`src/design/bpet_pkg.sv`:
```
// Shared constants, command and status types for the backprop error term unit.
// No dependencies; used by the datapath, controller and top level.
package bpet_pkg;

   localparam int FRAC_BITS = 16;
   localparam int DATA_W    = 32;
   localparam int ALPHA_W   = 31;
   localparam int ACC_W     = 34;
   localparam int SUM_W     = 66;
   localparam int PROD_W    = 66;
   localparam int MAGP_W    = DATA_W + ALPHA_W;
   localparam int D_W       = 64 - FRAC_BITS;
   localparam int Q_W       = ALPHA_W + FRAC_BITS;
   localparam int CNT_W     = $clog2(Q_W);
   localparam int CSR_IDX_W = 1;

   localparam logic [CSR_IDX_W-1:0] CSR_ALPHA   = 1'b0;
   localparam logic [CSR_IDX_W-1:0] CSR_SIGMOID = 1'b1;

   localparam logic [ALPHA_W-1:0] ALPHA_RESET = ALPHA_W'(64'd1 << FRAC_BITS);
   localparam logic [D_W-1:0]     ONE_FX      = D_W'(64'd1 << FRAC_BITS);

   localparam logic signed [SUM_W-1:0]  ACC_MAX = SUM_W'(64'sd4294967296);
   localparam logic signed [SUM_W-1:0]  ACC_MIN = -SUM_W'(64'sd4294967296);
   localparam logic signed [PROD_W-1:0] SAT_HI  = PROD_W'(64'sd2147483647);
   localparam logic signed [PROD_W-1:0] SAT_LO  = -PROD_W'(64'sd2147483648);

   typedef struct packed {
      logic load;
      logic prod;
      logic accum;
      logic div_step;
      logic div_next;
      logic scale;
      logic emit;
   } cmd_type;

   typedef struct packed {
      logic action;
      logic last;
      logic use_sigmoid;
      logic out_free;
   } status_type;

endpackage

```
`src/design/bpet_ctrl.sv`:
```
// Controller: product, accumulate, two restoring divisions (sigmoid), scale, emit.
// Depends on bpet_pkg; commands bpet_datapath.
module bpet_ctrl (
   input  logic                 clock,
   input  logic                 reset,
   input  logic                 req_tvalid,
   output logic                 req_tready,
   input  bpet_pkg::status_type status,
   output bpet_pkg::cmd_type    cmd
);
   typedef enum logic [7:0] {
      S_IDLE  = 8'b0000_0001,
      S_PROD  = 8'b0000_0010,
      S_ACCUM = 8'b0000_0100,
      S_DIV1  = 8'b0000_1000,
      S_REDIV = 8'b0001_0000,
      S_DIV2  = 8'b0010_0000,
      S_SCALE = 8'b0100_0000,
      S_EMIT  = 8'b1000_0000
   } state_type;

   state_type state_ff, state_in;
   logic [bpet_pkg::CNT_W-1:0] cnt_ff, cnt_in;
   logic cnt_done;

   assign cnt_done = cnt_ff == bpet_pkg::CNT_W'(bpet_pkg::Q_W - 1);

   always_comb begin
      state_in = state_ff;
      cnt_in   = '0;
      cmd      = '0;
      unique case (state_ff)
         S_IDLE: begin
            cmd.load = req_tvalid;
            if (req_tvalid) state_in = S_PROD;
         end
         S_PROD: begin
            cmd.prod = 1'b1;
            state_in = S_ACCUM;
         end
         S_ACCUM: begin
            cmd.accum = 1'b1;
            if (status.action && !status.last) begin
               state_in = S_IDLE;
            end else begin
               state_in = status.use_sigmoid ? S_DIV1 : S_SCALE;
            end
         end
         S_DIV1: begin
            cmd.div_step = 1'b1;
            cnt_in       = cnt_ff + 1'b1;
            if (cnt_done) begin
               cnt_in   = '0;
               state_in = S_REDIV;
            end
         end
         S_REDIV: begin
            cmd.div_next = 1'b1;
            state_in     = S_DIV2;
         end
         S_DIV2: begin
            cmd.div_step = 1'b1;
            cnt_in       = cnt_ff + 1'b1;
            if (cnt_done) begin
               cnt_in   = '0;
               state_in = S_SCALE;
            end
         end
         S_SCALE: begin
            cmd.scale = 1'b1;
            state_in  = S_EMIT;
         end
         S_EMIT: begin
            cmd.emit = status.out_free;
            if (status.out_free) state_in = S_IDLE;
         end
         default: state_in = S_IDLE;
      endcase
   end

   always_ff @(posedge clock) begin
      if (reset) begin
         state_ff <= S_IDLE;
         cnt_ff   <= '0;
      end else begin
         state_ff <= state_in;
         cnt_ff   <= cnt_in;
      end
   end

   assign req_tready = state_ff == S_IDLE;
endmodule

```
`config.mk`:
```
export PLATFORM = sky130hd
export DESIGN_NAME = bpet_ctrl
export DESIGN_NICKNAME = d
export VERILOG_FILES = /design/src/design/bpet_pkg.sv /design/src/design/bpet_ctrl.sv
export SDC_FILE = /design/constraint.sdc
export NUM_CORES = 1
export LEC_CHECK = 0
export BUFFER_PORTS_ARGS = -buffer_cell sky130_fd_sc_hd__buf_4
export CORE_UTILIZATION = 56
export DETAILED_ROUTE_END_ITERATION = 10
export PLACE_DENSITY = 0.85
export SKIP_LAST_GASP = 1
export SLEW_MARGIN = 40
export SYNTH_ARGS = -nofsm -noshare
export SYNTH_HDL_FRONTEND = slang
export SYNTH_SLANG_ARGS = --single-unit
```
`constraint.sdc`:
```
create_clock -name clock -period 3.85 [get_ports clock]
set_input_delay 1.155 -clock clock [delete_from_list [all_inputs] [get_ports clock]]
set_output_delay 1.155 -clock clock [all_outputs]
set_load 0.02 [all_outputs]
```
---- Yosys cells after proc, flatten, opt, wreduce, memory -nomap -nowiden ----
Cells that the tools add are included.
cells by class
  multiplexer cells ....................... 14
  reductions and logical operators ........ 5
  add/sub/neg operators ................... 1
  bitwise operators ....................... 1
  eq/ne operators ......................... 13
operator list
  cell                   number
  $pmux W8 S8            1
  $mux W8                4
  $mux W7                2
  $eq A8 B1 Y1 const B   1
  $eq A8 B2 Y1 const B   1
  $eq A8 B3 Y1 const B   1
  $eq A8 B4 Y1 const B   1
  $eq A8 B5 Y1 const B   1
  $eq A8 B6 Y1 const B   1
  $eq A8 B7 Y1 const B   1
  $eq A8 B8 Y1 const B   1
  $ne A2 B2 Y1 const B   4
  $mux W1                7
  $add A6 B1 Y6 const B  1
  $eq A6 B6 Y1 const B   1
  $reduce_and A4 Y1      1
  $reduce_or A3 Y1       1
  $reduce_or A2 Y1       1
  $logic_and A1 B1 Y1    1
  $logic_not A1 Y1       1
  $not A1 Y1             1
storage, ports and cells
  input bits .............................. 7
  bits in registers ....................... 14

---- Logic depth before layout (Yosys ltp) ----
Gate-level depths: netlist of run 1.
  word-level depth ........................ 4
  mapped depth ............................ 7
  mapped depth without buffers ............ 7

---- Least setup slack after synthesis of run 1 ----
No wires, ideal clock.
  path type ............................... flip-flop to output port
  start ................................... register state_ff[7]
  end ..................................... output cmd[6] (netlist bit)
  arrival time ............................ 1.472 ns
  buffers on the path ..................... 0
  required time ........................... 2.695 ns
  setup slack ............................. 1.223 ns
  cell stages (with the launch flop) ...... 5
  cells stage by stage .................... dfxtp_1 > nor4_4 > nand4b_1 > inv_1 > and2_1
RTL lines
  element                 line             source
  start, declared         bpet_ctrl.sv:22  state_type state_ff, state_in;
  start signal, assigned  bpet_ctrl.sv:86  state_ff <= state_in;
  end, declared           bpet_ctrl.sv:9   output bpet_pkg::cmd_type cmd

==> flow_summary.toml, run 1 <==
[power_and_ir_drop]
vdd.ir_drop.worst_mv = 0.2122
combPwrFrac_pct = 20.2
p_total_uw = 335.0
power.internal_uw = 237.5
power_frac_seq_pct = 47.3
p_per_area_nw_per_um2 = 366.7
power.net_switching_uw = 97.46
clkPwrFrac_pct = 32.5
switching_share_pct = 29.10
power.leakage_nw = 0.4288

[die]
die_area_um2 = 1519
core.rowCount = 12
core_um2 = 1186
start_util_pct = 64.56
die_x_um = 38.98
pin_count = 15
die_h_um = 38.98

[cells_and_area]
fin_nets = 109
final-instance-count-excl-fill = 113
regArea_um2 = 280.3
final_layout_size_suffix_gt1_share_pct = 31.31
fillCellCount = 80
diodes = 0
syn_to_final_growth_pct = 19.28
multi_input_area_um2 = 444.2

[clock_network]
cts.sinks = 14
clk_pin_slew_worst_paths_ns = 0.09
cts_buffer_depth = 2
cts-resized-gates = 0
cts-root-buf = "clkbuf_4"
cts_tree = "built"
htreeDepth = 1
hold_buffers = 0
cts_inserted_buffers = 3
insertion_delay_ns = 0.29
postCtsSetupRepairBufs = 0

[timing]
finalCritPeriodShare_pct = 78.23
finClkSkew_ns = 0.006072
finalSetupViolations = 0
final_hold_viol_count = 0
fmax_mhz = 332.0
fin_crit_ns = 3.012
maxSlewViolCount = 0
tightest_slew_ns = 0.4672
max_slew_margin_pct = 68.62
rsz0062_at_grt = "false"
finalSetupTns_ns = 0
hold_slack_ns = 0.4930

[worst_setup_path]
worstPathArrival_ns = 1.86
worst-path-buf-inv = 2
crit_family = "simple AND/OR/NAND/NOR gates"
ff2ff_setup_slack_ns = 2.09
reg2reg_from = "state_ff[7]"
crit_fanout = 5
cp-startpoint = "state_ff[7]"
required_ns = 2.69
path_class = "flop to primary output"
critPathSlowestCell = "nor4_4"
end_kind = "primary output"
worstPathCellList = "nor4_4, nand4b_1, inv_1, and2_1, buf_4"
max_stage_delay_ns = 0.46
start_kind = "flop"

[drt]
drt_pass1_iterations = 4
vias = 621
routed_wl_mm = 1.536
ant_nets = 0
drt_first_iter_violations = 19
drc_errors = 0
vias_per_cell = 5.496
avgRoutedWirePerCell_um = 13.59

[synthesis]
synth_cell_types = 29
syn_nets = 91
ys_seq_elements = 14
yosysWarningCount = 0
syn_area_um2 = 765.7
synth_top_area_cell = "dfxtp_1"
netlist_instances = 82
synth_top_area_share_pct = 36.60
yosysSeqAreaShare_pct = 36.60
netlist_top_cells_area = "dfxtp_1, nor4_4, nor2_1"
syn-mean-instance-area_um2 = 9.338

[placed_design]
port_buffers = 14
place_inst = 109
finalWeightedCongestion = 0.7261
place_hpwl_mm = 1.179

[global_route]
grt_max_degree = 9
grt_use_met2_pct = 39.58
grt_pass1_wl_mm = 2.601
antenna_found_initial = 0
grt_pass1_vias = 557
top_usage_layer = "met2"
track_usage_pct = 25.99
grt_util_met3_pct = 5.202
use_met1_pct = 34.40
grt_overflow = 0

[outcome]
status = "finished, final reports clean"

[hold_path]
hold_path.class = "flop to flop"
hp-start = "cnt_ff[0]"

[run]
drv_cap = 0
-- per-layer routing --
layer	share of wire [%]	wire, um
met4	1.9	29
met2	45	696
met1	49	753
met3	3.6	56
met5	0	0
-- final cells by class --
| cell class | count | share of cell area, % |
|---|---|---|
| inverter | 8 | 3.288 |
| sequential | 14 | 30.68 |
| tap | 14 | 1.918 |
| multi-input combinational | 59 | 48.63 |
| clock buffer | 4 | 3.973 |
| timing repair buffer | 14 | 11.51 |
-- synthesized netlist by cell type --
master	count
a21oi_1	4
a22oi_1	1
a22oi_4	1
a31oi_1	1
and2_1	1
and3_1	2
and4_1	1
buf_6	1
dfxtp_1	14
ha_1	2
inv_1	8
nand2_1	5
nand2b_1	1
nand3_1	3
nand3b_1	1
nand4_1	1
nand4b_1	2
nor2_1	10
nor2_2	6
nor3b_1	1
nor4_4	2
nor4b_1	4
nor4b_2	2
o21ai_1	1
o221ai_2	1
or3_1	1
or4b_4	1
xnor2_1	1
xor2_1	3
-- placed cells by master, fill, tap and decap left out --
cell type	synthesis	layout
a22oi_4	1	1
nand4b_1	2	2
and2_1	1	1
xor2_1	3	3
a21oi_1	4	4
nor2_2	6	6
dfxtp_1	14	14
nor4b_1	4	4
nor4b_2	2	2
or3_1	1	1
nand3b_1	1	1
nor2_1	10	10
nand4_1	1	1
nor4_4	2	2
xnor2_1	1	1
a22oi_1	1	1
and3_1	2	2
nand2_1	5	5
buf_4	0	14
nand2b_1	1	1
a31oi_1	1	1
o221ai_2	1	1
clkbuf_4	0	3
and4_1	1	1
inv_1	8	8
o21ai_1	1	1
nand3_1	3	3
ha_1	2	2
clkbuf_8	0	1
or4b_4	1	1
nor3b_1	1	1
-- cell families after synthesis --
logic type | share of synthesized area [%]
and+or+nand+nor | 40.36
DFF | 36.60
AOI/OAI and AO/OA | 9.804
buffers and inverters | 5.392
xor gates and xnor gates | 4.576
adders and majority gates | 3.267
-- power by group through the flow --
stage | Combinational [mW] | Clock, mW | Sequential [mW]
2_1_floorplan | 0.0427 | 0 | 0.161
3_3_place_gp | 0.0648 | 0 | 0.161
3_5_place_dp | 0.0658 | 0 | 0.162
4_1_cts | 0.0674 | 0.110 | 0.159
5_1_grt | 0.0730 | 0.119 | 0.160
6_report | 0.0677 | 0.109 | 0.158
-- registers in the layout, indices dropped and copies added (netlist names) --
signal,count
state_ff,8
cnt_ff,6
-- through the flow --
step / util (%) / instance area [um^2] / setup slack (ns)
6_report: 77.00 / 913.4 / 0.8380
5_1_grt: 77.00 / 913.4 / 0.7202
4_1_cts: 77.00 / 913.4 / 0.8465
3_5_place_dp: 73.95 / 877.1 / 1.139
3_3_place_gp: 73.95 / 877.1 / 1.147
2_1_floorplan: - / 765.7 / 1.223
-- path summary, 6_finish.rpt --
kind / to / cells after the start
hold reg to reg: cnt_ff[0] / 1
setup reg to reg: state_ff[1] / 5
setup / recovery: cmd[6] / 5
hold / removal: cnt_ff[0] / 1
Note: power is estimated with default switching activity, not from simulation.
==> run 2, diff against run 1 <==
--- a/config.mk
+++ b/config.mk
@@ -6,9 +6,9 @@
 export NUM_CORES = 1
 export LEC_CHECK = 0
 export BUFFER_PORTS_ARGS = -buffer_cell sky130_fd_sc_hd__buf_4
-export CORE_UTILIZATION = 56
+export CORE_UTILIZATION = 47
 export DETAILED_ROUTE_END_ITERATION = 10
-export PLACE_DENSITY = 0.85
+export PLACE_DENSITY = 0.76
 export SKIP_LAST_GASP = 1
 export SLEW_MARGIN = 40
 export SYNTH_ARGS = -nofsm -noshare
==> constraint.sdc (replaced) <==
create_clock -name clock -period 2.69 [get_ports clock]
set_input_delay 0.807 -clock clock [delete_from_list [all_inputs] [get_ports clock]]
set_output_delay 0.807 -clock clock [all_outputs]
set_load 0.02 [all_outputs]
==> run 2 against run 1 <==
Against the previous run:
- global-route usage decreased by 6.6 points
- sequential share of layout area down 0.13 points
- critical path depth is the same
- core utilization shrank 16 points
- non-clock buffer count grew 2
- first-iteration DRC count is 32% lower
- sequential cell count unchanged
- clock-buffer cell count decreased by 1
- worst setup slack got worse by 0.61 ns
==> flow_summary.toml, run 2 (same netlist as run 1, synthesis figures left out) <==
[global_route]
grt_overflow = 0
antenna_found_initial = 0
grt_max_degree = 8
track_usage_pct = 19.35
grt_pass1_wl_mm = 2.594
grt_pass1_vias = 628

[timing]
fin_crit_ns = 2.467
tightest_slew_ns = 0.4823
fmax_mhz = 405.4
finalSetupViolations = 0
finalSetupTns_ns = 0
rsz0062_at_grt = "false"
finalCritPeriodShare_pct = 91.71
final_hold_viol_count = 0
max_slew_margin_pct = 67.61
maxSlewViolCount = 0
setup_ws_ns = 0.2230
finClkSkew_ns = 0.001369

[cells_and_area]
syn_to_final_growth_pct = 19.77
fillCellCount = 149
final-instance-count-excl-fill = 116
layout_commonest_cell = "buf_4"
largestRegisters = "state_ff x8, cnt_ff x6"
fin_nets = 111
largest_reg_flops = 8
final_layout_size_suffix_gt1_share_pct = 32.00
finalInstanceArea_um2 = 917.1
regMostFlops = "state_ff"
diodes = 0
layout_common_cells = "buf_4, dfxtp_1, nor2_1"

[drt]
avgRoutedWirePerCell_um = 13.87
vias = 668
drt_pass1_iterations = 4
drt_first_iter_violations = 13
ant_nets = 0
routed_wl_mm = 1.609
drc_errors = 0
vias_per_cell = 5.759

[power_and_ir_drop]
p_per_area_nw_per_um2 = 481.6
power.leakage_nw = 0.4299
vdd.ir_drop.worst_mv = 0.2768

[clock_network]
cts.sinks = 14
clk_pin_slew_worst_paths_ns = 0.08
insertion_delay_ns = 0.28
cts-root-buf = "clkbuf_4"
cts-resized-gates = 0
cts_inserted_buffers = 3
htreeDepth = 1
cts_tree = "built"
cts_buffer_depth = 2
postCtsSetupRepairBufs = 0
hold_buffers = 0

[run]
drv_cap = 0

[die]
die_area_um2 = 1795
start_util_pct = 50.83
core.rowCount = 14
core_um2 = 1506
die_h_um = 42.37
die_x_um = 42.37
pin_count = 15

[worst_setup_path]
path_class = "flop to primary output"
max_stage_delay_ns = 0.38
worstPathArrival_ns = 1.66
reg2reg_from = "state_ff[5]"
end_kind = "primary output"
worstPathCellList = "nor4_4, nand4b_1, inv_1, and2_1, buf_4"
crit_fanout = 5
worst-path-buf-inv = 2
crit_family = "simple AND/OR/NAND/NOR gates"
required_ns = 1.88
cp-startpoint = "state_ff[6]"
critPathSlowestCell = "dfxtp_1"
start_kind = "flop"

[hold_path]
hp-start = "cnt_ff[0]"
hold_path.class = "flop to flop"

[placed_design]
port_buffers = 14
pre_cts_ws_ns = 0.4247
place_hpwl_mm = 1.162
place_area_um2 = 879.6
place_inst = 111
finalWeightedCongestion = 0.8331

[outcome]
status = "finished, final reports clean"
## run 2: changes by cell type in the layout (fill, tap and decap cells not counted)
cell | before | now
buf_4 | 14 | 16
clkbuf_8 | 1 | 0
## run 2: layer usage
metal  up-vias  track usage, %  routed length [um]
li1        326               -                   -
met1       320           23.85                 684
met2        17           31.08                 824
met3         5           5.172                  75
met4         0           9.375                  24
met5         -               0                   0
## run 2: worst paths after layout
| check | to | slack [ns] | depth (start not counted) |
|---|---|---|---|
| worst max-delay path | cmd[6] | 0.22 | 5 |
| worst min-delay path | cnt_ff[0] | 0.49 | 1 |
| worst max register to register | state_ff[4] | 0.92 | 6 |
| worst min register to register | cnt_ff[0] | 0.49 | 1 |
## run 2: power breakdown
part           internal [mW]  switching (mW)
clock network         0.0520          0.0668
logic                 0.0432          0.0516
registers              0.214          0.0138
## run 2: cell type report
type | instances | area, um^2 | area share, %
repair buffers | 16 | 120.1 | 13.10
flip-flops and latches | 14 | 280.3 | 30.56
inverters | 8 | 30.03 | 3.274
clock buffers | 3 | 22.52 | 2.456
multi-input cells | 59 | 444.2 | 48.43
well taps | 16 | 20.02 | 2.183
## run 2: stage by stage
| step | hold slack (ns) | power (mW) | utilization [%] |
|---|---|---|---|
| finish | 0.4917 | 0.4417 | 60.88 |
| global route | 0.5303 | 0.4629 | 60.88 |
| CTS | 0.4989 | 0.4428 | 59.88 |
| detailed placement | 0.4790 | 0.3267 | 58.39 |
| global placement | 0.4705 | 0.3246 | 58.39 |
| floorplan | 0.4463 | 0.2910 | - |
==> run 3, diff against run 2 <==
--- a/config.mk
+++ b/config.mk
@@ -7,8 +7,10 @@
 export LEC_CHECK = 0
 export BUFFER_PORTS_ARGS = -buffer_cell sky130_fd_sc_hd__buf_4
 export CORE_UTILIZATION = 47
+export CTS_CLUSTER_SIZE = 25
 export DETAILED_ROUTE_END_ITERATION = 10
 export PLACE_DENSITY = 0.76
+export RECOVER_POWER = 25
 export SKIP_LAST_GASP = 1
 export SLEW_MARGIN = 40
 export SYNTH_ARGS = -nofsm -noshare
==> run 3 against run 2 <==
Against the previous run:
- clock skew is 0.0017 ns higher
- clock power about the same
- first-iteration DRC count rose by 77%
==> flow_summary.toml, run 3 (same netlist as run 1, synthesis figures left out) <==
[worst_setup_path]
required_ns = 1.88
crit_family = "simple AND/OR/NAND/NOR gates"
worstPathCellList = "nor4_4, nand4b_1, inv_1, and2_1, buf_4"
worst-path-buf-inv = 2
max_stage_delay_ns = 0.38
cp_num_cells = 5
end_kind = "primary output"
path_class = "flop to primary output"
worstPathArrival_ns = 1.63
crit_fanout = 5
r2r_cells = 6
critPathSlowestCell = "dfxtp_1"
start_kind = "flop"

[timing]
setup_ws_ns = 0.2498
finalCritPeriodShare_pct = 90.71
fin_crit_ns = 2.440
finalSetupTns_ns = 0
finalSetupViolations = 0
tightest_slew_ns = 0.4234
max_slew_margin_pct = 71.77
rsz0062_at_grt = "false"
final_hold_viol_count = 0
maxSlewViolCount = 0
finClkSkew_ns = 0.003084
fmax_mhz = 409.8

[drt]
ant_nets = 0
drt_first_iter_violations = 23
avgRoutedWirePerCell_um = 13.92
drt_pass1_iterations = 4
drc_errors = 0
vias = 678
vias_per_cell = 5.845
routed_wl_mm = 1.615

[die]
pin_count = 15
core.rowCount = 14
die_x_um = 42.37
core_um2 = 1506
start_util_pct = 50.83
die_h_um = 42.37
die_area_um2 = 1795

[power_and_ir_drop]
vdd.ir_drop.worst_mv = 0.2726
power.leakage_nw = 0.3864
p_per_area_nw_per_um2 = 486.8

[clock_network]
clk_pin_slew_worst_paths_ns = 0.08
cts-root-buf = "clkbuf_4"
hold_buffers = 0
cts.sinks = 14
cts_inserted_buffers = 3
cts_tree = "built"
htreeDepth = 1
insertion_delay_ns = 0.28
cts_buffer_depth = 2

[cells_and_area]
regArea_um2 = 280.3
multi_input_area_um2 = 420.4
regMostFlops = "state_ff"
largestRegisters = "state_ff x8, cnt_ff x6"
final-instance-count-excl-fill = 116
layout_common_cells = "buf_4, dfxtp_1, nor2_1"
final_layout_size_suffix_gt1_share_pct = 29.00
finish.utilization_pct = 59.30
largest_reg_flops = 8
fillCellCount = 156
fin_nets = 111
layout_commonest_cell = "buf_4"
diodes = 0
syn_to_final_growth_pct = 16.67

[global_route]
grt_max_degree = 8
grt_pass1_vias = 628
antenna_found_initial = 0
grt_pass1_wl_mm = 2.594
track_usage_pct = 19.35
grt_overflow = 0

[placed_design]
pre_cts_ws_ns = 0.4247
finalWeightedCongestion = 0.8331
place_hpwl_mm = 1.162
port_buffers = 14
place_inst = 111

[hold_path]
whs_path_depth = 1
hold_path.class = "flop to flop"

[outcome]
status = "finished, final reports clean"

[run]
drv_cap = 0
-- run 3: per-layer routing --
layer	GRT usage [%]	share of wire [%]	wire (um)	vias up
met4	9.375	1.3	21	0
met5	0	0	0	-
li1	-	-	-	325
met3	5.172	6.5	105	4
met2	31.08	50	806	20
met1	23.85	42	682	329
-- run 3: final timing paths --
kind | start | end | slack [ns]
worst min-delay path | cnt_ff[0] | cnt_ff[0] | 0.49
worst min register to register | cnt_ff[0] | cnt_ff[0] | 0.49
worst max register to register | state_ff[5] | state_ff[4] | 0.70
worst max-delay path | state_ff[6] | cmd[6] | 0.25
-- run 3: per-stage QoR --
stage	area (um^2)	hold WS, ns	power, mW
floorplan	765.7	0.4463	0.2910
global placement	879.6	0.4705	0.3246
detailed placement	879.6	0.4790	0.3267
CTS	902.1	0.4989	0.4428
global route	893.4	0.5303	0.4565
finish	893.4	0.4918	0.4349
-- run 3: power breakdown --
| group | leakage, nW | switching [mW] | total, mW | internal, mW |
|---|---|---|---|---|
| sequential | 0.113 | 0.0135 | 0.228 | 0.214 |
| clock | 0.0138 | 0.0667 | 0.119 | 0.0519 |
| combinational | 0.259 | 0.0484 | 0.0885 | 0.0401 |
| total | 0.386 | 0.129 | 0.435 | 0.306 |
-- run 3: area by class of cell --
| cell class | count | area share, % |
|---|---|---|
| tap | 16 | 2.241 |
| clock buffer | 3 | 2.521 |
| sequential | 14 | 31.37 |
| multi-input combinational | 59 | 47.06 |
| timing repair buffer | 16 | 13.45 |
| inverter | 8 | 3.361 |
-- run 3: timing repair --
| action | in CTS | in global routing |
|---|---|---|
| setup endpoints to repair | 0 | 1 |
| buffers inserted | 0 | 2 |
| resized for setup | 0 | 0 |
